## config.mk

```make
export PLATFORM = sky130hd
export DESIGN_NAME = sotl_queue
export DESIGN_NICKNAME = d
export VERILOG_FILES = /design/src/rtl/core/assert_macros.svh /design/src/rtl/core/sotl_pkg.sv /design/src/rtl/core/sotl_queue.sv
export SDC_FILE = /design/constraint.sdc
export NUM_CORES = 1
export LEC_CHECK = 0
export ABC_AREA = 1
export BUFFER_PORTS_ARGS = -buffer_cell sky130_fd_sc_hd__buf_4
export CAP_MARGIN = 20
export CORE_AREA = 2 2 399 401
export CTS_CLUSTER_DIAMETER = 60
export DETAILED_ROUTE_END_ITERATION = 10
export DIE_AREA = 0 0 401 403
export GPL_ROUTABILITY_DRIVEN = 0
export PLACE_DENSITY = 0.45
export REMOVE_ABC_BUFFERS = 1
export SYNTH_ARGS = -nofsm -noshare
export SYNTH_HDL_FRONTEND = slang
export SYNTH_SLANG_ARGS = --single-unit
export TNS_END_PERCENT = 20
```

## constraint.sdc

```tcl
create_clock -name clk -period 26.7 [get_ports clk]
set_input_delay 5.34 -clock clk [delete_from_list [all_inputs] [get_ports clk]]
set_output_delay 5.34 -clock clk [all_outputs]
set_load 0.02 [all_outputs]
```

## src/rtl/core/assert_macros.svh

```systemverilog
// Assertion helpers shared by the RTL
`ifndef ASSERT_MACROS_SVH
`define ASSERT_MACROS_SVH

// Same-cycle implication
`define ASSERT_IMPL(label, clk, rst_n, ante, cons) \
	label: assert property (@(posedge clk) disable iff (!rst_n) (ante) |-> (cons)) \
		else $error("same-cycle implication violated");

// Next-cycle implication
`define ASSERT_NEXT(label, clk, rst_n, ante, cons) \
	label: assert property (@(posedge clk) disable iff (!rst_n) (ante) |=> (cons)) \
		else $error("next-cycle implication violated");

`endif

```

## src/rtl/core/sotl_pkg.sv

```systemverilog
// ----------------------------------------------------------------------------
// sotl_pkg
// Types, constants and float helpers for the two-level operand transform.
// ----------------------------------------------------------------------------
package sotl_pkg;

	localparam int NUM_TERMS = 7;
	localparam logic [2:0] COL_LAST = 3'd6;
	localparam logic [31:0] FP32_QNAN = 32'h7FC0_0000;
	localparam logic [15:0] FP16_QNAN = 16'h7E00;

	typedef logic [31:0] fp32_t;
	typedef logic [3:0][31:0] quad_t;
	typedef logic [3:0][3:0][31:0] item_t;
	typedef logic [NUM_TERMS-1:0][15:0] terms_t;

	typedef struct packed {
		logic empty;
		logic full;
	} q_status_t;

	typedef enum logic [1:0] {
		OP_ADD,
		OP_SUB,
		OP_PASS
	} op_kind_t;

	typedef struct packed {
		op_kind_t kind;
		logic [1:0] ia;
		logic [1:0] ib;
	} op_t;

	// Widen fp16 to fp32 exactly
	function automatic fp32_t fp16_to_fp32(input logic [15:0] h);
		logic s;
		logic [4:0] e;
		logic [9:0] m;
		logic [3:0] p;
		logic [9:0] mn;
		logic [7:0] ex;
		fp32_t r;
		s = h[15];
		e = h[14:10];
		m = h[9:0];
		p = '0;
		for (int i = 0; i < 10; i++) begin
			if (m[i]) p = 4'(i);
		end
		if (e == 5'd31) begin
			r = {s, 8'hFF, m, 13'b0};
		end else if (e == 5'd0) begin
			if (m == 10'd0) begin
				r = {s, 31'b0};
			end else begin
				mn = 10'(m << (4'd10 - p));
				ex = 8'd103 + 8'(p);
				r = {s, ex, mn, 13'b0};
			end
		end else begin
			r = {s, 8'(e) + 8'd112, m, 13'b0};
		end
		return r;
	endfunction

	// fp32 add, round to nearest even
	function automatic fp32_t fp32_add(input fp32_t a, input fp32_t b);
		logic a_nan, b_nan, a_inf, b_inf, a_zero, b_zero;
		logic sx, sy, st, found;
		logic [7:0] ex, ey, d;
		logic [23:0] mx, my;
		logic [49:0] sh;
		logic [26:0] ax, bx, nrm;
		logic [27:0] sum;
		logic [4:0] lz;
		logic signed [9:0] exp_n;
		logic [24:0] rnd;
		fp32_t r;
		a_nan = (a[30:23] == 8'hFF) && (a[22:0] != 23'd0);
		b_nan = (b[30:23] == 8'hFF) && (b[22:0] != 23'd0);
		a_inf = (a[30:23] == 8'hFF) && (a[22:0] == 23'd0);
		b_inf = (b[30:23] == 8'hFF) && (b[22:0] == 23'd0);
		a_zero = (a[30:23] == 8'd0);
		b_zero = (b[30:23] == 8'd0);
		r = '0;
		if (a_nan || b_nan) begin
			r = FP32_QNAN;
		end else if (a_inf && b_inf) begin
			r = (a[31] != b[31]) ? FP32_QNAN : a;
		end else if (a_inf) begin
			r = a;
		end else if (b_inf) begin
			r = b;
		end else if (a_zero && b_zero) begin
			r = {a[31] & b[31], 31'b0};
		end else if (a_zero) begin
			r = b;
		end else if (b_zero) begin
			r = a;
		end else begin
			// order by magnitude
			if (a[30:0] >= b[30:0]) begin
				sx = a[31]; ex = a[30:23]; mx = {1'b1, a[22:0]};
				sy = b[31]; ey = b[30:23]; my = {1'b1, b[22:0]};
			end else begin
				sx = b[31]; ex = b[30:23]; mx = {1'b1, b[22:0]};
				sy = a[31]; ey = a[30:23]; my = {1'b1, a[22:0]};
			end
			d = ex - ey;
			sh = {my, 26'b0} >> d;
			bx = sh[49:23];
			st = (|sh[22:0]) || (d > 8'd49);
			bx[0] = bx[0] | st;
			ax = {mx, 3'b0};
			if (sx == sy) begin
				sum = {1'b0, ax} + {1'b0, bx};
			end else begin
				sum = {1'b0, ax} - {1'b0, bx};
			end
			if (sum == 28'd0) begin
				r = '0;
			end else begin
				exp_n = $signed({2'b0, ex});
				lz = '0;
				found = 1'b0;
				if (sum[27]) begin
					nrm = {sum[27:2], sum[1] | sum[0]};
					exp_n = exp_n + 10'sd1;
				end else begin
					for (int i = 26; i >= 0; i--) begin
						if (!found) begin
							if (sum[i]) found = 1'b1;
							else lz = lz + 5'd1;
						end
					end
					nrm = sum[26:0] << lz;
					exp_n = exp_n - $signed({5'b0, lz});
				end
				rnd = {1'b0, nrm[26:3]} +
					25'((nrm[2] && (nrm[1] || nrm[0] || nrm[3])) ? 1 : 0);
				if (rnd[24]) begin
					rnd = rnd >> 1;
					exp_n = exp_n + 10'sd1;
				end
				if (exp_n >= 10'sd255) begin
					r = {sx, 8'hFF, 23'b0};
				end else if (exp_n <= 10'sd0) begin
					r = {sx, 31'b0};
				end else begin
					r = {sx, exp_n[7:0], rnd[22:0]};
				end
			end
		end
		return r;
	endfunction

	// Narrow fp32 to fp16, round to nearest even
	function automatic logic [15:0] fp32_to_fp16(input fp32_t f);
		logic s;
		logic [7:0] e, sh;
		logic [23:0] mant, r24, rem, half;
		logic [12:0] rm;
		logic [15:0] r16, res;
		s = f[31];
		e = f[30:23];
		mant = {1'b1, f[22:0]};
		res = '0;
		if (e == 8'hFF) begin
			res = (f[22:0] != 23'd0) ? FP16_QNAN : {s, 15'h7C00};
		end else if (e == 8'd0) begin
			res = {s, 15'b0};
		end else if (e > 8'd142) begin
			res = {s, 15'h7C00};
		end else if (e >= 8'd113) begin
			r16 = 16'(mant >> 13);
			rm = mant[12:0];
			if (rm > 13'h1000 || (rm == 13'h1000 && r16[0])) r16 = r16 + 16'd1;
			res = {s, 15'b0} | ((16'(e - 8'd113) << 10) + r16);
		end else begin
			sh = 8'd126 - e;
			if (sh > 8'd25) begin
				res = {s, 15'b0};
			end else begin
				r24 = mant >> sh;
				rem = mant & ((24'd1 << sh) - 24'd1);
				half = 24'd1 << (sh - 8'd1);
				if (rem > half || (rem == half && r24[0])) r24 = r24 + 24'd1;
				res = {s, 15'b0} | 16'(r24);
			end
		end
		return res;
	endfunction

	// Operation table of the seven-term transform
	function automatic op_t term_op(input logic [2:0] t, input logic side);
		op_t op;
		op = '{kind: OP_PASS, ia: 2'd0, ib: 2'd0};
		if (!side) begin
			case (t)
				3'd0: op = '{kind: OP_ADD, ia: 2'd0, ib: 2'd3};
				3'd1: op = '{kind: OP_ADD, ia: 2'd2, ib: 2'd3};
				3'd2: op = '{kind: OP_PASS, ia: 2'd0, ib: 2'd0};
				3'd3: op = '{kind: OP_PASS, ia: 2'd3, ib: 2'd3};
				3'd4: op = '{kind: OP_ADD, ia: 2'd0, ib: 2'd1};
				3'd5: op = '{kind: OP_SUB, ia: 2'd2, ib: 2'd0};
				3'd6: op = '{kind: OP_SUB, ia: 2'd1, ib: 2'd3};
				default: op = '{kind: OP_PASS, ia: 2'd0, ib: 2'd0};
			endcase
		end else begin
			case (t)
				3'd0: op = '{kind: OP_ADD, ia: 2'd0, ib: 2'd3};
				3'd1: op = '{kind: OP_PASS, ia: 2'd0, ib: 2'd0};
				3'd2: op = '{kind: OP_SUB, ia: 2'd1, ib: 2'd3};
				3'd3: op = '{kind: OP_SUB, ia: 2'd2, ib: 2'd0};
				3'd4: op = '{kind: OP_PASS, ia: 2'd3, ib: 2'd3};
				3'd5: op = '{kind: OP_ADD, ia: 2'd0, ib: 2'd1};
				3'd6: op = '{kind: OP_ADD, ia: 2'd2, ib: 2'd3};
				default: op = '{kind: OP_PASS, ia: 2'd0, ib: 2'd0};
			endcase
		end
		return op;
	endfunction

	// Evaluate one transform term over four values
	function automatic fp32_t apply_term(input quad_t x, input op_t op);
		fp32_t r;
		case (op.kind)
			OP_ADD: r = fp32_add(x[op.ia], x[op.ib]);
			OP_SUB: r = fp32_add(x[op.ia], {~x[op.ib][31], x[op.ib][30:0]});
			OP_PASS: r = x[op.ia];
			default: r = x[op.ia];
		endcase
		return r;
	endfunction

endpackage

```

## src/rtl/core/sotl_queue.sv

```systemverilog
// ----------------------------------------------------------------------------
// sotl_queue
// Two-entry queue of widened items between front and back.
// ----------------------------------------------------------------------------
module sotl_queue import sotl_pkg::*; (
	input  logic      clk,
	input  logic      arst_n,
	input  logic      push,
	input  item_t     wr_item,
	input  logic      pop,
	output item_t     head,
	output q_status_t status
);

	item_t      mem_q [2];
	logic       wr_ptr_q;
	logic       rd_ptr_q;
	logic [1:0] count_q;
	logic       do_push;
	logic       do_pop;

	assign status.empty = (count_q == 2'd0);
	assign status.full  = (count_q == 2'd2);
	assign do_push = push && !status.full;
	assign do_pop  = pop && !status.empty;
	assign head = mem_q[rd_ptr_q];

	// advance pointers and occupancy
	always_ff @(posedge clk or negedge arst_n) begin
		if (!arst_n) begin
			wr_ptr_q <= 1'b0;
			rd_ptr_q <= 1'b0;
			count_q  <= 2'd0;
		end else begin
			if (do_push) wr_ptr_q <= ~wr_ptr_q;
			if (do_pop) rd_ptr_q <= ~rd_ptr_q;
			if (do_push && !do_pop) count_q <= count_q + 2'd1;
			else if (do_pop && !do_push) count_q <= count_q - 2'd1;
		end
	end

	always_ff @(posedge clk) begin
		if (do_push) mem_q[wr_ptr_q] <= wr_item;
	end

endmodule

```

# ---- Word-level counts from Yosys, hierarchy flattened
# Memory sizes are Yosys's and may differ from the RTL's.
# Cells that the tools add are included.
dict set report word_totals {
  regBits 4
  ram_bits 1024
  input_bits 516
  output_inout_bits 514
  wordCells 23
  memories 1
}
# memory words width rd rd_clocked_by_memory_dff wr line
set mem_list {}
lappend mem_list {mem_q 2 512 1 0 1 sotl_queue.sv:15} ;# item_t mem_q [2];
dict set report classes {
  addsub 2
  eq_ne 1
  n_mux 4
  bitwise 2
  reduce_logical 10
}
# cell n
set ops {}
lappend ops {{logical AND 1 bit} 4}
lappend ops {{logical NOT 1 bit} 4}
lappend ops {{two-way mux 2 bit} 2}
lappend ops {{adder 2 x 1 -> 2 bit (second input constant)} 1}
lappend ops {{== test 2 bit (second input constant)} 1}
lappend ops {{logical NOT 2 bit} 1}
lappend ops {{two-way mux 1 bit} 2}
lappend ops {{inverter 1 bit} 2}
lappend ops {{nonzero test 2 bit} 1}
lappend ops {{subtractor 2 x 1 -> 2 bit (second input constant)} 1}

# ---- Logic depth before layout (Yosys ltp)
dict set report depth {
  depth_word 7
  mapped_depth 9
  ltp_nobuf 9
}

# ---- Worst setup path after synthesis
# OpenSTA, ideal clock, no wires.
dict set report synth_path {
  kind {input port to flip-flop}
  startpoint {in push}
  endpoint {mem mem_q[1][0] (netlist name), enable pin}
  setup_ns 1.399
  t_arrival_ns 26.618
  required_time_ns 25.301
  slack_ns -1.318
  stages 2
  n_path_buf 0
  cell_sequence {o21ai_0 -> nor2_1}
}
dict set report synth_between {
  elab_chain_cells 3
}
# element line
set synth_lines {}
lappend synth_lines {{from (decl)} sotl_queue.sv:8} ;# input logic push,
lappend synth_lines {{logical AND 1 bit} sotl_queue.sv:24} ;# assign do_push = push && !status.full;
lappend synth_lines {{two-way mux 1 bit} sotl_queue.sv:43} ;# if (do_push) mem_q[wr_ptr_q] <= wr_item;
lappend synth_lines {{two-way mux 1 bit (implied by the code)} sotl_queue.sv:43}
lappend synth_lines {{to (decl)} sotl_queue.sv:15}
# No other way between the ends.

==> flow_metrics.env <==
export IMPL_status="completed"
export IMPL_nets=4280
export IMPL_numClockSinks=1028
export IMPL_worstPathArrival_ps=4530
export IMPL_most_common_layout_cells="nand2_1, buf_4, edfxtp_1"
export IMPL_critPathKind="register to output pin"
export IMPL_cts_buffers=116
export IMPL_whs_ps=487.6
export IMPL_reg2regPathDepth=8
export IMPL_h_tree_depth=3
export IMPL_hold_start="wr_ptr_q"
export IMPL_drtPass1Iterations=5
export IMPL_vdd_drop_max_v=0.0001111
export IMPL_cellPowerDensity_nw_per_um2=120.2
export IMPL_start_util_pct=23.90
export IMPL_die_h_microns=403
export IMPL_synth_avg_cell_area_sq_um=13.91
export IMPL_final_common_cell="nand2_1"
export IMPL_cp_common_cell="buf_4"
export IMPL_crit_path_start_kind="register"
export IMPL_max_stage_delay_ps=960
export IMPL_wl_per_cell_microns=19.35
export IMPL_detail_route_antenna_nets=0
export IMPL_ys_seq_area_share_pct=81.98
export IMPL_area_delta_synth_final_pct=35.57
export IMPL_tritoncts="yes"
export IMPL_fin_ws_ps=16830
export IMPL_drt_iter0_drc=1268
export IMPL_regArea_sq_um=30850
export IMPL_stdcell_count=5941
export IMPL_fill_cells=15720
export IMPL_die_area_sq_um=161600
export IMPL_post_cts_buffers=0
export IMPL_rrSetupSlack_ps=22210
export IMPL_grt_start_max_net_pins=281
export IMPL_dp_cells=5717
export IMPL_post_route_period_util_pct=36.97
export IMPL_dpl_worst_slack_ps=17110
export IMPL_clk_pin_slew_ps=60
export IMPL_drt_total_wl_microns=114900
export IMPL_synth_top_area_cell="edfxtp_1"
export IMPL_clock_latency_ps=730
export IMPL_fp_coreArea_sq_um=157500
export IMPL_cts_buffer_depth=3
export IMPL_post_cts_resized=0
export IMPL_p_leak_uw=0.02106
export IMPL_synth_cells=2705
export IMPL_ys_ff_latch=1028
export IMPL_end_kind="output pin"
export IMPL_vias=23540
export IMPL_overflow=0
export IMPL_worstPathRequired_ps=21360
export IMPL_syn_area_sq_um=37630
export IMPL_drive_above_1_share_pct=31.28
export IMPL_fmax_ghz=0.1013
export IMPL_yosysTopAreaCellShare_pct=81.72
export IMPL_clock_root_buffer="clkbuf_16"
export IMPL_path_cells="buf_4 -> buf_4 -> buf_4 -> buf_16 -> nand2_1 -> nand2_1 -> buf_4"
export IMPL_drc=0
export IMPL_die_w_microns=401
export IMPL_finalHoldViolations=0
export IMPL_io_buffers=1029
export IMPL_grt_pass1_wl_microns=159600
export IMPL_fin_util_pct=32.40
export IMPL_hp_class="register to register"
export IMPL_power_uw=6134
export IMPL_grt_pass1_vias=22730
export IMPL_rows=146
export IMPL_slowest_stage="dfrtp_4"
export IMPL_rsz0062_at_grt="false"
export IMPL_slew_violations=0
export IMPL_slew_headroom_pct=10.06
export IMPL_drv_cap=0
export IMPL_multi_input_area_sq_um=5872
export IMPL_r2r_start="count_q[1]"
export IMPL_startpoint="rd_ptr_q"
export IMPL_grt_usage_pct=13.58
export IMPL_layout_min_cycle_time_ps=9872
export IMPL_rr_endpoint="mem_q[0][473]"
export IMPL_synth_cell_types=17
export IMPL_dp_hpwl_microns=77620
export IMPL_setup_viol=0
export IMPL_worst_slew_pin_slew_ps=1349
export IMPL_finalClockSkew_ps=33.46
export IMPL_synth_area_leaders="edfxtp_1, nand2_1, buf_6"
export IMPL_vias_per_cell=3.963
export IMPL_hold_end="wr_ptr_q"
export IMPL_cts_hold_fix_buffers=0
export IMPL_crit_fanout=61
export IMPL_num_io_pins=1030
export IMPL_yosysWarningCount=0
export IMPL_hold_depth=2
export IMPL_antenna_found_initial=19
cell families after synthesis:
logic type | synth area share (%)
adder cells (fa/ha/maj) | 0.03324
buffers and inverters | 2.434
AO/OA/AOI/OAI | 0.02660
flip-flops | 81.98
AND/OR/NAND/NOR | 15.50
XOR/XNOR | 0.02328
how the worst max path moves through the flow:
stage	to	slack, ps
5_1_grt	head[488]	16420
2_1_floorplan	mem_q[1][0]	-1320
3_5_place_dp	mem_q[0][296]	17110
6_report	head[235]	16830
4_1_cts	head[488]	16610
3_3_place_gp	mem_q[0][454]	17060
critical path, delay by kind of cell, from the launching register on:
| kind | cells | cell delay [ps] |
|---|---|---|
| buffers and inverters | 5 | 2520 |
| DFF | 1 | 960 |
| and+or+nand+nor | 2 | 230 |
per-stage QoR:
step	TNS (ps)	instance area, sq um
floorplan	-674630	36750
global placement	0	47300
detailed placement	0	47330
CTS	0	50990
global route	0	51010
finish	0	51020
registers in the layout (all words and copies together), names as in the netlist:
register	flops
mem_q	1024
wr_ptr_q	1
rd_ptr_q	1
count_q	2
where the power goes:
group          total [uW]  switching (uW)  leakage [uW]  internal [uW]
Sequential           2290            84.6       0.00958           2200
Combinational        2330            1580       0.00972            745
Clock                1520             648       0.00177            872
Total                6130            2310        0.0211           3820
cell usage after synthesis:
cell type,count
nand2_1,1545
edfxtp_1,1024
buf_2,52
buf_6,43
buf_4,14
inv_1,7
dfrtp_1,4
nor2_1,4
clkbuf_1,3
o21ai_0,2
buf_12,1
ha_1,1
inv_6,1
nand3_1,1
nand3b_1,1
nand4_1,1
xnor2_1,1
layer usage:
metal | GRT usage, % | vias up | part of all wire [%]
met3 | 5.068 | 148 | 8.2
met1 | 15.57 | 11340 | 39
li1 | - | 11320 | -
met5 | 0 | - | 0.13
met2 | 23.31 | 715 | 51
met4 | 4.436 | 22 | 2.0
cell type report:
| type | count | area share [%] |
|---|---|---|
| flip-flops and latches | 1028 | 60.48 |
| repair buffers | 1053 | 15.58 |
| multi-input cells | 1556 | 11.51 |
| clock buffers | 146 | 6.014 |
| well taps | 2072 | 5.082 |
| clock inverters | 68 | 1.160 |
| inverters | 8 | 0.1251 |
| diodes | 10 | 0.04905 |
Note: power is estimated with default switching activity, not from simulation.
