### config.mk
export PLATFORM = sky130hd
export DESIGN_NAME = sotl_front
export DESIGN_NICKNAME = d
export VERILOG_FILES = /design/src/rtl/core/assert_macros.svh /design/src/rtl/core/sotl_pkg.sv /design/src/rtl/core/sotl_front.sv
export SDC_FILE = /design/constraint.sdc
export NUM_CORES = 1
export LEC_CHECK = 0
export BUFFER_PORTS_ARGS = -buffer_cell sky130_fd_sc_hd__buf_2
export CAP_MARGIN = 20
export CELL_PAD_IN_SITES_DETAIL_PLACEMENT = 0
export CELL_PAD_IN_SITES_GLOBAL_PLACEMENT = 2
export CORE_AREA = 2 2 306 308
export CTS_CLUSTER_SIZE = 8
export DETAILED_ROUTE_END_ITERATION = 10
export DIE_AREA = 0 0 308 310
export PLACE_DENSITY_LB_ADDON = 0.1
export SYNTH_ARGS = -nofsm -noshare
export SYNTH_HDL_FRONTEND = slang
export SYNTH_SLANG_ARGS = --single-unit
### constraint.sdc
create_clock -name clk -period 25 [get_ports clk]
set_input_delay 2.5 -clock clk [delete_from_list [all_inputs] [get_ports clk]]
set_output_delay 2.5 -clock clk [all_outputs]
set_load 0.01 [all_outputs]
### src/rtl/core/assert_macros.svh
// Assertion helpers shared by the RTL
`ifndef ASSERT_MACROS_SVH
`define ASSERT_MACROS_SVH

// Same-cycle implication
`define ASSERT_IMPL(label, clk, rst_n, ante, cons) \
	label: assert property (@(posedge clk) disable iff (!rst_n) (ante) |-> (cons)) \
		else $error("same-cycle implication violated");

// Next-cycle implication
`define ASSERT_NEXT(label, clk, rst_n, ante, cons) \
	label: assert property (@(posedge clk) disable iff (!rst_n) (ante) |=> (cons)) \
		else $error("next-cycle implication violated");

`endif

### src/rtl/core/sotl_pkg.sv
// ----------------------------------------------------------------------------
// sotl_pkg
// Types, constants and float helpers for the two-level operand transform.
// ----------------------------------------------------------------------------
package sotl_pkg;

	localparam int NUM_TERMS = 7;
	localparam logic [2:0] COL_LAST = 3'd6;
	localparam logic [31:0] FP32_QNAN = 32'h7FC0_0000;
	localparam logic [15:0] FP16_QNAN = 16'h7E00;

	typedef logic [31:0] fp32_t;
	typedef logic [3:0][31:0] quad_t;
	typedef logic [3:0][3:0][31:0] item_t;
	typedef logic [NUM_TERMS-1:0][15:0] terms_t;

	typedef struct packed {
		logic empty;
		logic full;
	} q_status_t;

	typedef enum logic [1:0] {
		OP_ADD,
		OP_SUB,
		OP_PASS
	} op_kind_t;

	typedef struct packed {
		op_kind_t kind;
		logic [1:0] ia;
		logic [1:0] ib;
	} op_t;

	// Widen fp16 to fp32 exactly
	function automatic fp32_t fp16_to_fp32(input logic [15:0] h);
		logic s;
		logic [4:0] e;
		logic [9:0] m;
		logic [3:0] p;
		logic [9:0] mn;
		logic [7:0] ex;
		fp32_t r;
		s = h[15];
		e = h[14:10];
		m = h[9:0];
		p = '0;
		for (int i = 0; i < 10; i++) begin
			if (m[i]) p = 4'(i);
		end
		if (e == 5'd31) begin
			r = {s, 8'hFF, m, 13'b0};
		end else if (e == 5'd0) begin
			if (m == 10'd0) begin
				r = {s, 31'b0};
			end else begin
				mn = 10'(m << (4'd10 - p));
				ex = 8'd103 + 8'(p);
				r = {s, ex, mn, 13'b0};
			end
		end else begin
			r = {s, 8'(e) + 8'd112, m, 13'b0};
		end
		return r;
	endfunction

	// fp32 add, round to nearest even
	function automatic fp32_t fp32_add(input fp32_t a, input fp32_t b);
		logic a_nan, b_nan, a_inf, b_inf, a_zero, b_zero;
		logic sx, sy, st, found;
		logic [7:0] ex, ey, d;
		logic [23:0] mx, my;
		logic [49:0] sh;
		logic [26:0] ax, bx, nrm;
		logic [27:0] sum;
		logic [4:0] lz;
		logic signed [9:0] exp_n;
		logic [24:0] rnd;
		fp32_t r;
		a_nan = (a[30:23] == 8'hFF) && (a[22:0] != 23'd0);
		b_nan = (b[30:23] == 8'hFF) && (b[22:0] != 23'd0);
		a_inf = (a[30:23] == 8'hFF) && (a[22:0] == 23'd0);
		b_inf = (b[30:23] == 8'hFF) && (b[22:0] == 23'd0);
		a_zero = (a[30:23] == 8'd0);
		b_zero = (b[30:23] == 8'd0);
		r = '0;
		if (a_nan || b_nan) begin
			r = FP32_QNAN;
		end else if (a_inf && b_inf) begin
			r = (a[31] != b[31]) ? FP32_QNAN : a;
		end else if (a_inf) begin
			r = a;
		end else if (b_inf) begin
			r = b;
		end else if (a_zero && b_zero) begin
			r = {a[31] & b[31], 31'b0};
		end else if (a_zero) begin
			r = b;
		end else if (b_zero) begin
			r = a;
		end else begin
			// order by magnitude
			if (a[30:0] >= b[30:0]) begin
				sx = a[31]; ex = a[30:23]; mx = {1'b1, a[22:0]};
				sy = b[31]; ey = b[30:23]; my = {1'b1, b[22:0]};
			end else begin
				sx = b[31]; ex = b[30:23]; mx = {1'b1, b[22:0]};
				sy = a[31]; ey = a[30:23]; my = {1'b1, a[22:0]};
			end
			d = ex - ey;
			sh = {my, 26'b0} >> d;
			bx = sh[49:23];
			st = (|sh[22:0]) || (d > 8'd49);
			bx[0] = bx[0] | st;
			ax = {mx, 3'b0};
			if (sx == sy) begin
				sum = {1'b0, ax} + {1'b0, bx};
			end else begin
				sum = {1'b0, ax} - {1'b0, bx};
			end
			if (sum == 28'd0) begin
				r = '0;
			end else begin
				exp_n = $signed({2'b0, ex});
				lz = '0;
				found = 1'b0;
				if (sum[27]) begin
					nrm = {sum[27:2], sum[1] | sum[0]};
					exp_n = exp_n + 10'sd1;
				end else begin
					for (int i = 26; i >= 0; i--) begin
						if (!found) begin
							if (sum[i]) found = 1'b1;
							else lz = lz + 5'd1;
						end
					end
					nrm = sum[26:0] << lz;
					exp_n = exp_n - $signed({5'b0, lz});
				end
				rnd = {1'b0, nrm[26:3]} +
					25'((nrm[2] && (nrm[1] || nrm[0] || nrm[3])) ? 1 : 0);
				if (rnd[24]) begin
					rnd = rnd >> 1;
					exp_n = exp_n + 10'sd1;
				end
				if (exp_n >= 10'sd255) begin
					r = {sx, 8'hFF, 23'b0};
				end else if (exp_n <= 10'sd0) begin
					r = {sx, 31'b0};
				end else begin
					r = {sx, exp_n[7:0], rnd[22:0]};
				end
			end
		end
		return r;
	endfunction

	// Narrow fp32 to fp16, round to nearest even
	function automatic logic [15:0] fp32_to_fp16(input fp32_t f);
		logic s;
		logic [7:0] e, sh;
		logic [23:0] mant, r24, rem, half;
		logic [12:0] rm;
		logic [15:0] r16, res;
		s = f[31];
		e = f[30:23];
		mant = {1'b1, f[22:0]};
		res = '0;
		if (e == 8'hFF) begin
			res = (f[22:0] != 23'd0) ? FP16_QNAN : {s, 15'h7C00};
		end else if (e == 8'd0) begin
			res = {s, 15'b0};
		end else if (e > 8'd142) begin
			res = {s, 15'h7C00};
		end else if (e >= 8'd113) begin
			r16 = 16'(mant >> 13);
			rm = mant[12:0];
			if (rm > 13'h1000 || (rm == 13'h1000 && r16[0])) r16 = r16 + 16'd1;
			res = {s, 15'b0} | ((16'(e - 8'd113) << 10) + r16);
		end else begin
			sh = 8'd126 - e;
			if (sh > 8'd25) begin
				res = {s, 15'b0};
			end else begin
				r24 = mant >> sh;
				rem = mant & ((24'd1 << sh) - 24'd1);
				half = 24'd1 << (sh - 8'd1);
				if (rem > half || (rem == half && r24[0])) r24 = r24 + 24'd1;
				res = {s, 15'b0} | 16'(r24);
			end
		end
		return res;
	endfunction

	// Operation table of the seven-term transform
	function automatic op_t term_op(input logic [2:0] t, input logic side);
		op_t op;
		op = '{kind: OP_PASS, ia: 2'd0, ib: 2'd0};
		if (!side) begin
			case (t)
				3'd0: op = '{kind: OP_ADD, ia: 2'd0, ib: 2'd3};
				3'd1: op = '{kind: OP_ADD, ia: 2'd2, ib: 2'd3};
				3'd2: op = '{kind: OP_PASS, ia: 2'd0, ib: 2'd0};
				3'd3: op = '{kind: OP_PASS, ia: 2'd3, ib: 2'd3};
				3'd4: op = '{kind: OP_ADD, ia: 2'd0, ib: 2'd1};
				3'd5: op = '{kind: OP_SUB, ia: 2'd2, ib: 2'd0};
				3'd6: op = '{kind: OP_SUB, ia: 2'd1, ib: 2'd3};
				default: op = '{kind: OP_PASS, ia: 2'd0, ib: 2'd0};
			endcase
		end else begin
			case (t)
				3'd0: op = '{kind: OP_ADD, ia: 2'd0, ib: 2'd3};
				3'd1: op = '{kind: OP_PASS, ia: 2'd0, ib: 2'd0};
				3'd2: op = '{kind: OP_SUB, ia: 2'd1, ib: 2'd3};
				3'd3: op = '{kind: OP_SUB, ia: 2'd2, ib: 2'd0};
				3'd4: op = '{kind: OP_PASS, ia: 2'd3, ib: 2'd3};
				3'd5: op = '{kind: OP_ADD, ia: 2'd0, ib: 2'd1};
				3'd6: op = '{kind: OP_ADD, ia: 2'd2, ib: 2'd3};
				default: op = '{kind: OP_PASS, ia: 2'd0, ib: 2'd0};
			endcase
		end
		return op;
	endfunction

	// Evaluate one transform term over four values
	function automatic fp32_t apply_term(input quad_t x, input op_t op);
		fp32_t r;
		case (op.kind)
			OP_ADD: r = fp32_add(x[op.ia], x[op.ib]);
			OP_SUB: r = fp32_add(x[op.ia], {~x[op.ib][31], x[op.ib][30:0]});
			OP_PASS: r = x[op.ia];
			default: r = x[op.ia];
		endcase
		return r;
	endfunction

endpackage

### src/rtl/core/sotl_front.sv
// ----------------------------------------------------------------------------
// sotl_front
// Accepts an item, widens its sixteen fp16 values and offers it to the queue.
// ----------------------------------------------------------------------------
module sotl_front import sotl_pkg::*; (
	input  logic        clk,
	input  logic        arst_n,
	input  logic        start,
	input  logic [63:0] group_0,
	input  logic [63:0] group_1,
	input  logic [63:0] group_2,
	input  logic [63:0] group_3,
	input  q_status_t   q_status,
	output logic        busy,
	output logic        push,
	output item_t       item
);

	logic  valid_q;
	item_t item_q;
	item_t wide;
	logic  take;

	// widen every value of the incoming item
	always_comb begin
		for (int i = 0; i < 4; i++) begin
			wide[0][i] = fp16_to_fp32(group_0[16*i +: 16]);
			wide[1][i] = fp16_to_fp32(group_1[16*i +: 16]);
			wide[2][i] = fp16_to_fp32(group_2[16*i +: 16]);
			wide[3][i] = fp16_to_fp32(group_3[16*i +: 16]);
		end
	end

	assign busy = valid_q && q_status.full;
	assign take = start && !busy;
	assign push = valid_q && !q_status.full;
	assign item = item_q;

	// hold the item until the queue takes it
	always_ff @(posedge clk or negedge arst_n) begin
		if (!arst_n) begin
			valid_q <= 1'b0;
		end else if (take) begin
			valid_q <= 1'b1;
		end else if (push) begin
			valid_q <= 1'b0;
		end
	end

	always_ff @(posedge clk) begin
		if (take) item_q <= wide;
	end

endmodule

Yosys cells after proc, flatten, opt, wreduce, memory -nomap -nowiden. Cells that the tools add are included.

Div/mod/pow operators: 0. Multiply operators: 0. Add/subtract/negate cells: 48. Eq/ne operators: 16. Reduce and logical (&&, ||, !) cells: 54. Multiplexer cells: 194. Bitwise gates (word level): 16. $lt $le $gt $ge: 0. Shift operators: 16.

Operators with widths (count): 31-bit 2-to-1 mux (32); 4-bit 2-to-1 mux (127); 23-bit 2-to-1 mux (16); 10-bit zero test (16); 10-bit by 4-bit << shifter with 10-bit output (16); 5-bit by 7-bit adder with 8-bit output, second input constant (16); 7-bit by 4-bit adder with 8-bit output, first input constant (16); 5-bit == test, second input constant (16); 5-bit zero test (16); 4-bit subtractor, first input constant (16); 2-bit OR reduction (16); 1-bit 2-to-1 mux (18); 1-bit NOT (16); 1-bit logical AND (3); 1-bit zero test (2); 2-bit 2-to-1 mux (1); 2-bit nonzero test (1).

Register bits: 513. Output and inout port bits: 514. Bits in latches: 0. Input bits: 261. RAM bits: 0. Logic and storage cells: 393. ROM bits: 0. Memories kept: 0.

Longest topological paths before layout. Gate-level depths: netlist (run 1).

Depth in word-level cells: 14. Mapped depth: 15. Depth with buffers taken out: 13.

Worst setup path after synthesis (run 1). Ideal clock, no wire load.

Kind: input -> register. Start: input port q_status[0] in the netlist's numbering. End: register item_q (netlist bit item[109]) (enable). Slack: 8.665 ns. Setup time: 0.975 ns. Data required time: 24.025 ns. Path buffers: 0. Data arrival time: 15.360 ns. Stages on the path: 2. Path through: and2_1 > nor2b_1.

Word-level cells in the longest chain between the ends: 3.

Ends and longest elaborated chain: start: declaration (RTL line sotl_front.sv:13) `input q_status_t q_status,`; 1-bit logical AND (RTL line sotl_front.sv:34) `assign busy = valid_q && q_status.full;`; 1-bit zero test (RTL line sotl_front.sv:35) `assign take = start && !busy;`; 1-bit logical AND (RTL line sotl_front.sv:35); named net take (RTL line sotl_front.sv:22) `logic take;`; end signal: assignment (RTL line sotl_front.sv:51) `if (take) item_q <= wide;`; end: declaration (RTL line sotl_front.sv:20) `item_t item_q;`.

The timed path passes the listed nets, and every way through them passes these cells. A chain may end at the register's enable or synchronous reset.

Worst setup path in the final report (run 1).
Start: input port q_status[0] in the netlist's numbering. End: output port busy.

Word-level cells in the longest chain between the ends: 1.

Ends and longest elaborated chain: 1-bit logical AND (RTL line sotl_front.sv:34); end: declaration (RTL line sotl_front.sv:14) `output logic busy,`.

No other way between the ends.

==> metrics.txt, run 1 <==
outcome complete, no violations; Primary FF master, synth edfxtp_1; Synth Instances 2426; number of buffers created by CTS 47; crit path max-delay cell type and2_1; clk_lat worst skew 0.59 ns; chip width 308 microns; ratio of cells with drive above 1 in the final layout 0.235; main combinational cell family by area after synthesis compound AO/OA/AOI/OAI gates; clk slew on worst S/H paths 0.05 ns; Setup TNS 0 ns; H-tree Lvls 2; flops & latches, synth 289; global-route wire length before repair 124 mm; Initial Util 0.235; Die Area 0.0955 sq mm; crit path capture type output pin; DR vias/cell 4.82; mux contribution to synthesized area 0.0583; Filler Cell Count 9998; Critical path destination busy; crit share post-route 0.217; Root Buffer clkbuf_16; pins over their slew limit 0; ANT nets after route 0; Chip Height 310 microns; Worst Setup Start Kind input pin; top-count cell post-synth edfxtp_1; R2R Path End item[116]; worst slew pin tran 1.10 ns; leading area contributor after synthesis edfxtp_1; hold path start valid_q; IO Pins 775; max_cap viols 0; Mean Syn Cell Area 8.96 sq um; RePlAce Congestion 0.840; worst slew margin relative to its limit 0.263; I/O Buffers 565; number of enable flip-flop cells after synthesis 288; largest net degree at the start of global routing 155; Worst Reg2Reg Path Length in Cells 4; commonest cells in the netlist edfxtp_1 (288), nand2_1 (265), buf_4 (225); post-CTS setup buffer count 0; Hold WS 0.678 ns; hold_buf cts 0; CTS tree done; vias in the first global route 19.2k; Max IR drop VDD 0.0417 mV; synthesis-to-layout area growth 20.8%; reg2reg start valid_q; asr flop ratio synth 0.00346; WP data arrival 2.94 ns; Top cell by count, worst path buf_2; PD cells 59.3 mW/mm^2; Adder-Cell Fraction of Synth Area 0.0184; Leak 10.8 nW; RSZ-0062 raised after global routing false; initial DRC count 1394; simple-gate share of the synthesized area 0.171; number of nets in the layout 3205; crit path launch q_status[0]; post-synthesis compound-gate area fraction 0.214; Post-Synth XOR/XNOR Area 0.0177; Post-route DRC 0; fmax 184 MHz; post-synthesis cell area 0.0217 sq mm; via count 20.0k; antenna violations before repair 26; peak fanout along the critical path 3; core area 0.0925 sq mm; CTS Buffer Depth 3; critical path, cell by cell buf_2 > and2_1 > buf_2; pre-CTS setup slack 19.12 ns; sequential area share after synthesis 0.399; final wirelength 85.4 mm; post_cts resized 0; Tightest Hold Check Type flop to flop; Critical Path RT 22.50 ns; GR Util All Layers 0.169; Worst path max stage delay 0.19 ns; crit path kind input pin to output pin; clk sinks 289; clk_skew 0.0149 ns; grt total ovfl 0; Final WS setup 19.56 ns; hpwl dp 66.8 mm; post-synth top area share 0.398; wire per inst 20.6 microns; synth warn 0; Hold Vio Cnt, Final 0; row count 112; synth top area cells edfxtp_1 (40%), buf_4 (7.8%), nand2_1 (4.6%); DR pass1 iterations 7; Distinct cells, synth 94; min Tclk post-route 5.44 ns; r2r setup slk 21.80 ns; final setup fails 0
[state kept, by name (all words and copies together), names as in the netlist]
register and count:
item 288, valid_q 1
[stage by stage]
step	cell area [sq um]	power (W)	std cells	utilization
finish	26300	0.00156	4150	0.284
global route	26300	0.00164	4148	0.284
CTS	26200	0.00159	4136	0.284
detailed placement	24800	0.000932	4059	0.268
global placement	24800	0.000934	4059	0.268
floorplan	22500	0.000836	2633	-
[layer usage]
metal  vias to the layer above  GRT usage  share of wire
met3                       113     0.0353          0.065
met1                      9574      0.217           0.43
li1                       9532          -              -
met5                         -          0        0.00081
met4                        10     0.0529          0.022
met2                       775      0.284           0.48
[logic make-up (layout without fill, tap and decap cells)]
family / Yosys count / after routing
muxes: 111 / 111
buffers and inverters: 469 / 776
and+or+nand+nor: 793 / 793
xor gates and xnor gates: 43 / 43
adders and majority gates: 32 / 32
other: 1 / 221
AOI/OAI and AO/OA: 688 / 688
DFF: 289 / 289
[cell usage in the layout, fill, tap and decap left out, types with 17 or more instances in the layout]
cell type	instances
nor3_1	78
edfxtp_1	288
a31oi_1	21
ha_1	32
nand2b_1	47
mux2i_1	88
o21bai_1	51
xnor2_1	20
a21oi_1	138
xor2_1	22
clkbuf_16	49
conb_1	208
o21ai_0	149
nand3_1	64
inv_1	114
or3_1	40
nand2_1	265
o211ai_1	44
nor2b_1	30
nor2_1	183
a22o_1	24
a221oi_1	17
o31ai_1	53
buf_2	565
[critical path: cells and delay by family]
family                 cells  cell delay, ns
buffers and inverters      2            0.25
AND/OR/NAND/NOR            1            0.19
[how the worst min path moves through the flow]
stage | depth (start not counted) | endpoint
after floorplan | 2 | valid_q
after global placement | 2 | valid_q
after detailed placement | 2 | valid_q
after CTS | 2 | valid_q
after global routing | 2 | valid_q
final | 2 | valid_q
[cell type report]
cell class | instances | area (sq um) | share of cell area
timing repair buffer | 574 | 2910 | 0.111
tap | 1197 | 1500 | 0.0570
sequential | 289 | 8670 | 0.330
clock inverter | 14 | 159 | 0.00605
multi-input combinational | 1875 | 11200 | 0.427
antenna | 13 | 32.5 | 0.00124
inverter | 125 | 473 | 0.0180
clock buffer | 63 | 1300 | 0.0495
[power by group]
part | switching [W] | leakage, nW | total, W | internal (W)
registers | 0.00000973 | 2.76 | 0.000581 | 0.000571
clock network | 0.000238 | 0.707 | 0.000636 | 0.000398
logic | 0.000227 | 7.38 | 0.000341 | 0.000115
Note: power is estimated with default switching activity, not from simulation.
==> run 2: changes to the inputs <==
- CORE_AREA: 2 2 306 308 -> 2 2 303 305
- DIE_AREA: 0 0 308 310 -> 0 0 305 307
- clock period: 25 -> 5.49 ns (I/O delays scaled with it)
==> run 2 against run 1 <==
Total power grew to 4.4 times the previous value. Critical path depth rose by 7. Sequential cell count unchanged. Non-clock buffer count unchanged. First-iteration DRC count fell by 9.3%. Wire length is 1.6% lower. Via count shrank 0.17%. Global-route usage grew 0.15 points. Utilization grew 0.32 points. Setup slack worse by 17 ns. Clock skew barely moved.
==> metrics.txt, run 2 (same netlist as run 1, synthesis figures left out) <==
I/O Buffers 565; global-route wire length before repair 124 mm; via count 20.0k; PD cells 260 mW/mm^2; number of buffers created by CTS 45; Max IR drop VDD 0.176 mV; WP data arrival 3.66 ns; min Tclk post-route 3.26 ns; final setup fails 0; RePlAce Congestion 0.843; clk_skew 0.0147 ns; DR pass1 iterations 6; IO Pins 775; post_cts resized 0; RSZ-0062 raised after global routing false; Worst Setup Start Kind input pin; Hold Vio Cnt, Final 0; synthesis-to-layout area growth 19.8%; peak fanout along the critical path 9; Leak 10.8 nW; pre-CTS setup slack 1.69 ns; DR vias/cell 4.85; Worst path max stage delay 0.78 ns; worst slew pin tran 1.08 ns; crit path kind input pin to flop; Final WS setup 2.23 ns; clk_lat worst skew 0.58 ns; Setup TNS 0 ns; largest net degree at the start of global routing 113; row count 111; Inst Count DP 4048; Top Family by Delay on Critical Path compound AO/OA/AOI/OAI gates; H-tree Lvls 2; CTS Buffer Depth 3; total power draw 0.00678 W; most frequent cells in the layout buf_2 (565), edfxtp_1 (288), nand2_1 (265); Root Buffer clkbuf_16; Initial Util 0.240; clk slew on worst S/H paths 0.06 ns; ratio of cells with drive above 1 in the final layout 0.234; outcome complete, no violations; fmax 307 MHz; Die Area 0.0936 sq mm; worst path bufs/invs 2; core area 0.0907 sq mm; critical path, cell by cell buf_2 > nor2b_1 > nor2_1 > a221oi_2 > inv_1 > ha_1 > xnor2_1 > a2111oi_0 > a32oi_1 > o211ai_1; antenna violations before repair 26; worst slew margin relative to its limit 0.275; crit path max-delay cell type a221oi_2; grt total ovfl 0; ANT nets after route 0; Tightest Hold Check Type input pin to flop; crit path capture type flop; max_cap viols 0; clk sinks 289; Largest register FFs 288; CTS tree done; Chip Height 307 microns; Post-Layout Cell Count 4116; hpwl dp 65.4 mm; wire per inst 20.4 microns; post-CTS setup buffer count 0; most common cell after layout, fill and taps aside buf_2; Critical Path RT 5.90 ns; vias in the first global route 19.1k; number of nets in the layout 3203; chip width 305 microns; crit share post-route 0.593; GR Util All Layers 0.171; Hold WS 0.157 ns; pins over their slew limit 0; Post-route DRC 0; initial DRC count 1265; final wirelength 84.0 mm
-- run 2: routing by layer --
layer  GRT usage  up-vias  wire, microns
met5           0        -            121
met4      0.0442       18           1570
met3      0.0414      113           5740
met2       0.289      755          40600
met1       0.217     9563          36000
li1            -     9520              -
-- run 2: worst paths after layout --
| kind | from | endpoint | slack (ns) | cells after the start |
|---|---|---|---|---|
| setup / recovery | group_3[40] | item[469] | 2.23 | 10 |
| hold / removal | group_0[63] | item[127] | 0.16 | 1 |
| setup reg to reg | valid_q | item[53] | 3.11 | 3 |
| hold reg to reg | valid_q | valid_q | 0.67 | 2 |
| max in group asynchronous | arst_n | valid_q | 5.12 | 2 |
| min in group asynchronous | arst_n | valid_q | 0.28 | 2 |
-- run 2: final cells by class --
cell class,instances,area (sq um)
clock buffers,51,1150
well taps,1186,1480
diodes,6,15.0
multi-input cells,1875,11200
repair buffers,574,2940
flip-flops and latches,289,8670
clock inverters,10,91.3
fillers,9785,64600
inverters,125,473
-- run 2: power breakdown --
part	internal, W	total [W]	switching (W)
registers	0.00260	0.00264	0.0000379
logic	0.000526	0.00156	0.00103
clock network	0.00155	0.00259	0.00105
total	0.00467	0.00678	0.00211
-- run 2: through the flow --
stage | cell area [sq um] | utilization
2_1_floorplan | 22500 | -
3_3_place_gp | 24800 | 0.273
3_5_place_dp | 24800 | 0.273
4_1_cts | 26000 | 0.287
5_1_grt | 26000 | 0.287
6_report | 26000 | 0.287
-- run 2: worst reg2reg max path: stages, from the launching register on --
cell,delay [ns]
dfrtp_1,0.37
and2_2,0.20
nor2b_4,0.75
buf_12,0.56
-- run 2: what timing repair did --
action                     4_1_cts  5_1_grt
hold endpoints to repair         1        0
setup endpoints to repair        0        0
hold buffers                     1        0
==> run 3: changes to the inputs <==
- ABC_AREA: unset -> 1
- CORE_AREA: 2 2 303 305 -> 2 2 299 301
- DIE_AREA: 0 0 305 307 -> 0 0 301 303
- clock period: 5.49 -> 3.1 ns (I/O delays scaled with it)
==> run 3 against run 2 <==
Sequential power up 77%. Combinational power up 92%. Wire length up 0.59%. Synthesized cell count up 16%. Sequential share of layout area down 1.0 points. Critical endpoint is now item[338].
==> metrics.txt, run 3 <==
number of buffers created by CTS 45; Critical Path RT 3.46 ns; crit path capture type flop; post-synth top area share 0.398; post-CTS setup buffer count 0; CTS Buffer Depth 3; row count 109; CTS tree done; Net Sw Frac 0.320; synth warn 0; Worst Setup Start Kind input pin; largest net degree at the start of global routing 123; Initial Util 0.247; DR pass1 iterations 7; mux contribution to synthesized area 0; grt total ovfl 0; asr flop ratio synth 0.00346; hold_buf cts 52; worst slew margin relative to its limit 0.482; ratio of cells with drive above 1 in the final layout 0.238; simple-gate share of the synthesized area 0.289; wire per inst 18.3 microns; R2R Path End item[27]; worst path bufs/invs 4; RSZ-0062 raised after global routing false; Worst Reg2Reg Path Length in Cells 4; Top Family by Delay on Critical Path buffers and inverters; peak fanout along the critical path 10; DR vias/cell 4.57; Worst path max stage delay 0.57 ns; Primary FF master, synth edfxtp_1; PD cells 458 mW/mm^2; H-tree Lvls 2; pre-CTS setup slack 0.400 ns; WHS Path Cells 3; synthesis-to-layout area growth 23.7%; hold path start group_2[23]; Hold EP item[308]; final setup fails 0; post-synthesis compound-gate area fraction 0.115; Reg power frac 0.380; synth top area cells edfxtp_1 (40%), nand2_1 (13%), nand3_1 (8.8%); crit share post-route 0.705; I/O Buffers 565; vias in the first global route 20.3k; Final WS setup 0.914 ns; Hold Vio Cnt, Final 0; Die Area 0.0912 sq mm; Root Buffer clkbuf_16; crit path kind input pin to flop; initial DRC count 1435; Tightest Hold Check Type input pin to flop; ANT nets after route 0; WP data arrival 2.55 ns; RePlAce Congestion 0.866; top-count cell post-synth nand2_1; total power draw 0.0123 W; GR Util All Layers 0.175; min Tclk post-route 2.19 ns; critical path, cell by cell dlygate4sd3_1 > buf_2 > nor2_1 > and3_1 > nand2_1 > inv_1 > nand2_4 > inv_1 > nand2_1 > o21ai_0; Synth Instances 2805; NetSw 0.00394 W; global-route wire length before repair 124 mm; worst slew pin tran 0.776 ns; Post-route DRC 0; pins over their slew limit 0; commonest cells in the netlist nand2_1 (750), nand3_1 (383), inv_1 (327); Hold WS 0.0497 ns; clk slew on worst S/H paths 0.06 ns; main combinational cell family by area after synthesis simple AND/OR/NAND/NOR gates; post-synthesis cell area 0.0217 sq mm; Post-Synth XOR/XNOR Area 0.0224; IO Pins 775; Mean Syn Cell Area 7.74 sq um; clk_skew 0.0302 ns; fmax 458 MHz; reg2reg start valid_q; number of enable flip-flop cells after synthesis 288; Final Util 0.305; Leak 12.8 nW; most common cell after layout, fill and taps aside nand2_1; Chip Height 303 microns; most frequent cells in the layout nand2_1 (750), buf_2 (565), nand3_1 (383); Largest register FFs 288; clk sinks 289; chip width 301 microns; leading area contributor after synthesis edfxtp_1; final wirelength 84.5 mm; post_cts resized 0; crit path max-delay cell type dlygate4sd3_1; max_cap viols 0; number of nets in the layout 3717; via count 21.1k; outcome complete, no violations; r2r setup slk 1.26 ns; core area 0.0880 sq mm; antenna violations before repair 13; hpwl dp 67.3 mm; Clock power frac 0.377; clk_lat worst skew 0.59 ns; power share of the combinational group 0.243; Distinct cells, synth 46; Internal 0.00836 W; flops & latches, synth 289; sequential area share after synthesis 0.399; Max IR drop VDD 0.396 mV; Adder-Cell Fraction of Synth Area 0.0184
[run 3: worst min-delay path: cells and delay by family]
kind	cells	cell delay [ns]
simple gates	2	0.11
buf+inv	1	0.12
[run 3: cell families (layout without fill, tap and decap cells)]
family          Yosys count  count (layout)
flops                   289             289
other cells               1             213
compound gates          410             410
buf+inv                 639            1072
fa+ha+maj                32              32
xor+xnor                 32              32
simple gates           1402            1402
[run 3: metal layers]
| metal | vias to the layer above | part of all wire | track usage |
|---|---|---|---|
| li1 | 10300 | - | - |
| met1 | 9899 | 0.42 | 0.217 |
| met2 | 804 | 0.49 | 0.307 |
| met3 | 94 | 0.067 | 0.0367 |
| met4 | 10 | 0.022 | 0.0490 |
| met5 | - | 0.00082 | 0 |
[run 3: final cells by class]
type | instances | area [sq um]
fill | 9677 | 61100
clock inverter | 10 | 75.1
antenna | 5 | 12.5
inverter | 352 | 1330
tap | 1165 | 1460
sequential | 289 | 8670
clock buffer | 58 | 1220
timing repair buffer | 652 | 3650
multi-input combinational | 2084 | 10500
[run 3: metrics by stage]
stage | area [sq um] | instances | setup TNS [ns]
detailed placement | 25000 | 4490 | 0
CTS | 26900 | 4610 | 0
global placement | 25000 | 4490 | 0
floorplan | 22500 | 3012 | -598.10
finish | 26900 | 4615 | 0
global route | 26900 | 4614 | 0
[run 3: how the worst max path moves through the flow]
stage | startpoint | endpoint | slack [ns] | depth (start not counted)
final | group_2[46] | item[338] | 0.91 | 10
after global routing | group_0[2] | item[22] | 0.78 | 16
after CTS | group_2[46] | item[338] | 1.02 | 10
after detailed placement | group_3[17] | item[437] | 0.40 | 14
after global placement | group_0[2] | item[21] | 0.37 | 16
after floorplan | valid_q | item[109] | -2.08 | 3
[run 3: power groups by stage]
stage / sequential (W) / combinational [W] / clock [W]
2_1_floorplan: 0.00488 / 0.00191 / 0
3_3_place_gp: 0.00474 / 0.00296 / 0
3_5_place_dp: 0.00474 / 0.00293 / 0
4_1_cts: 0.00467 / 0.00300 / 0.00486
5_1_grt: 0.00468 / 0.00333 / 0.00498
6_report: 0.00467 / 0.00299 / 0.00464
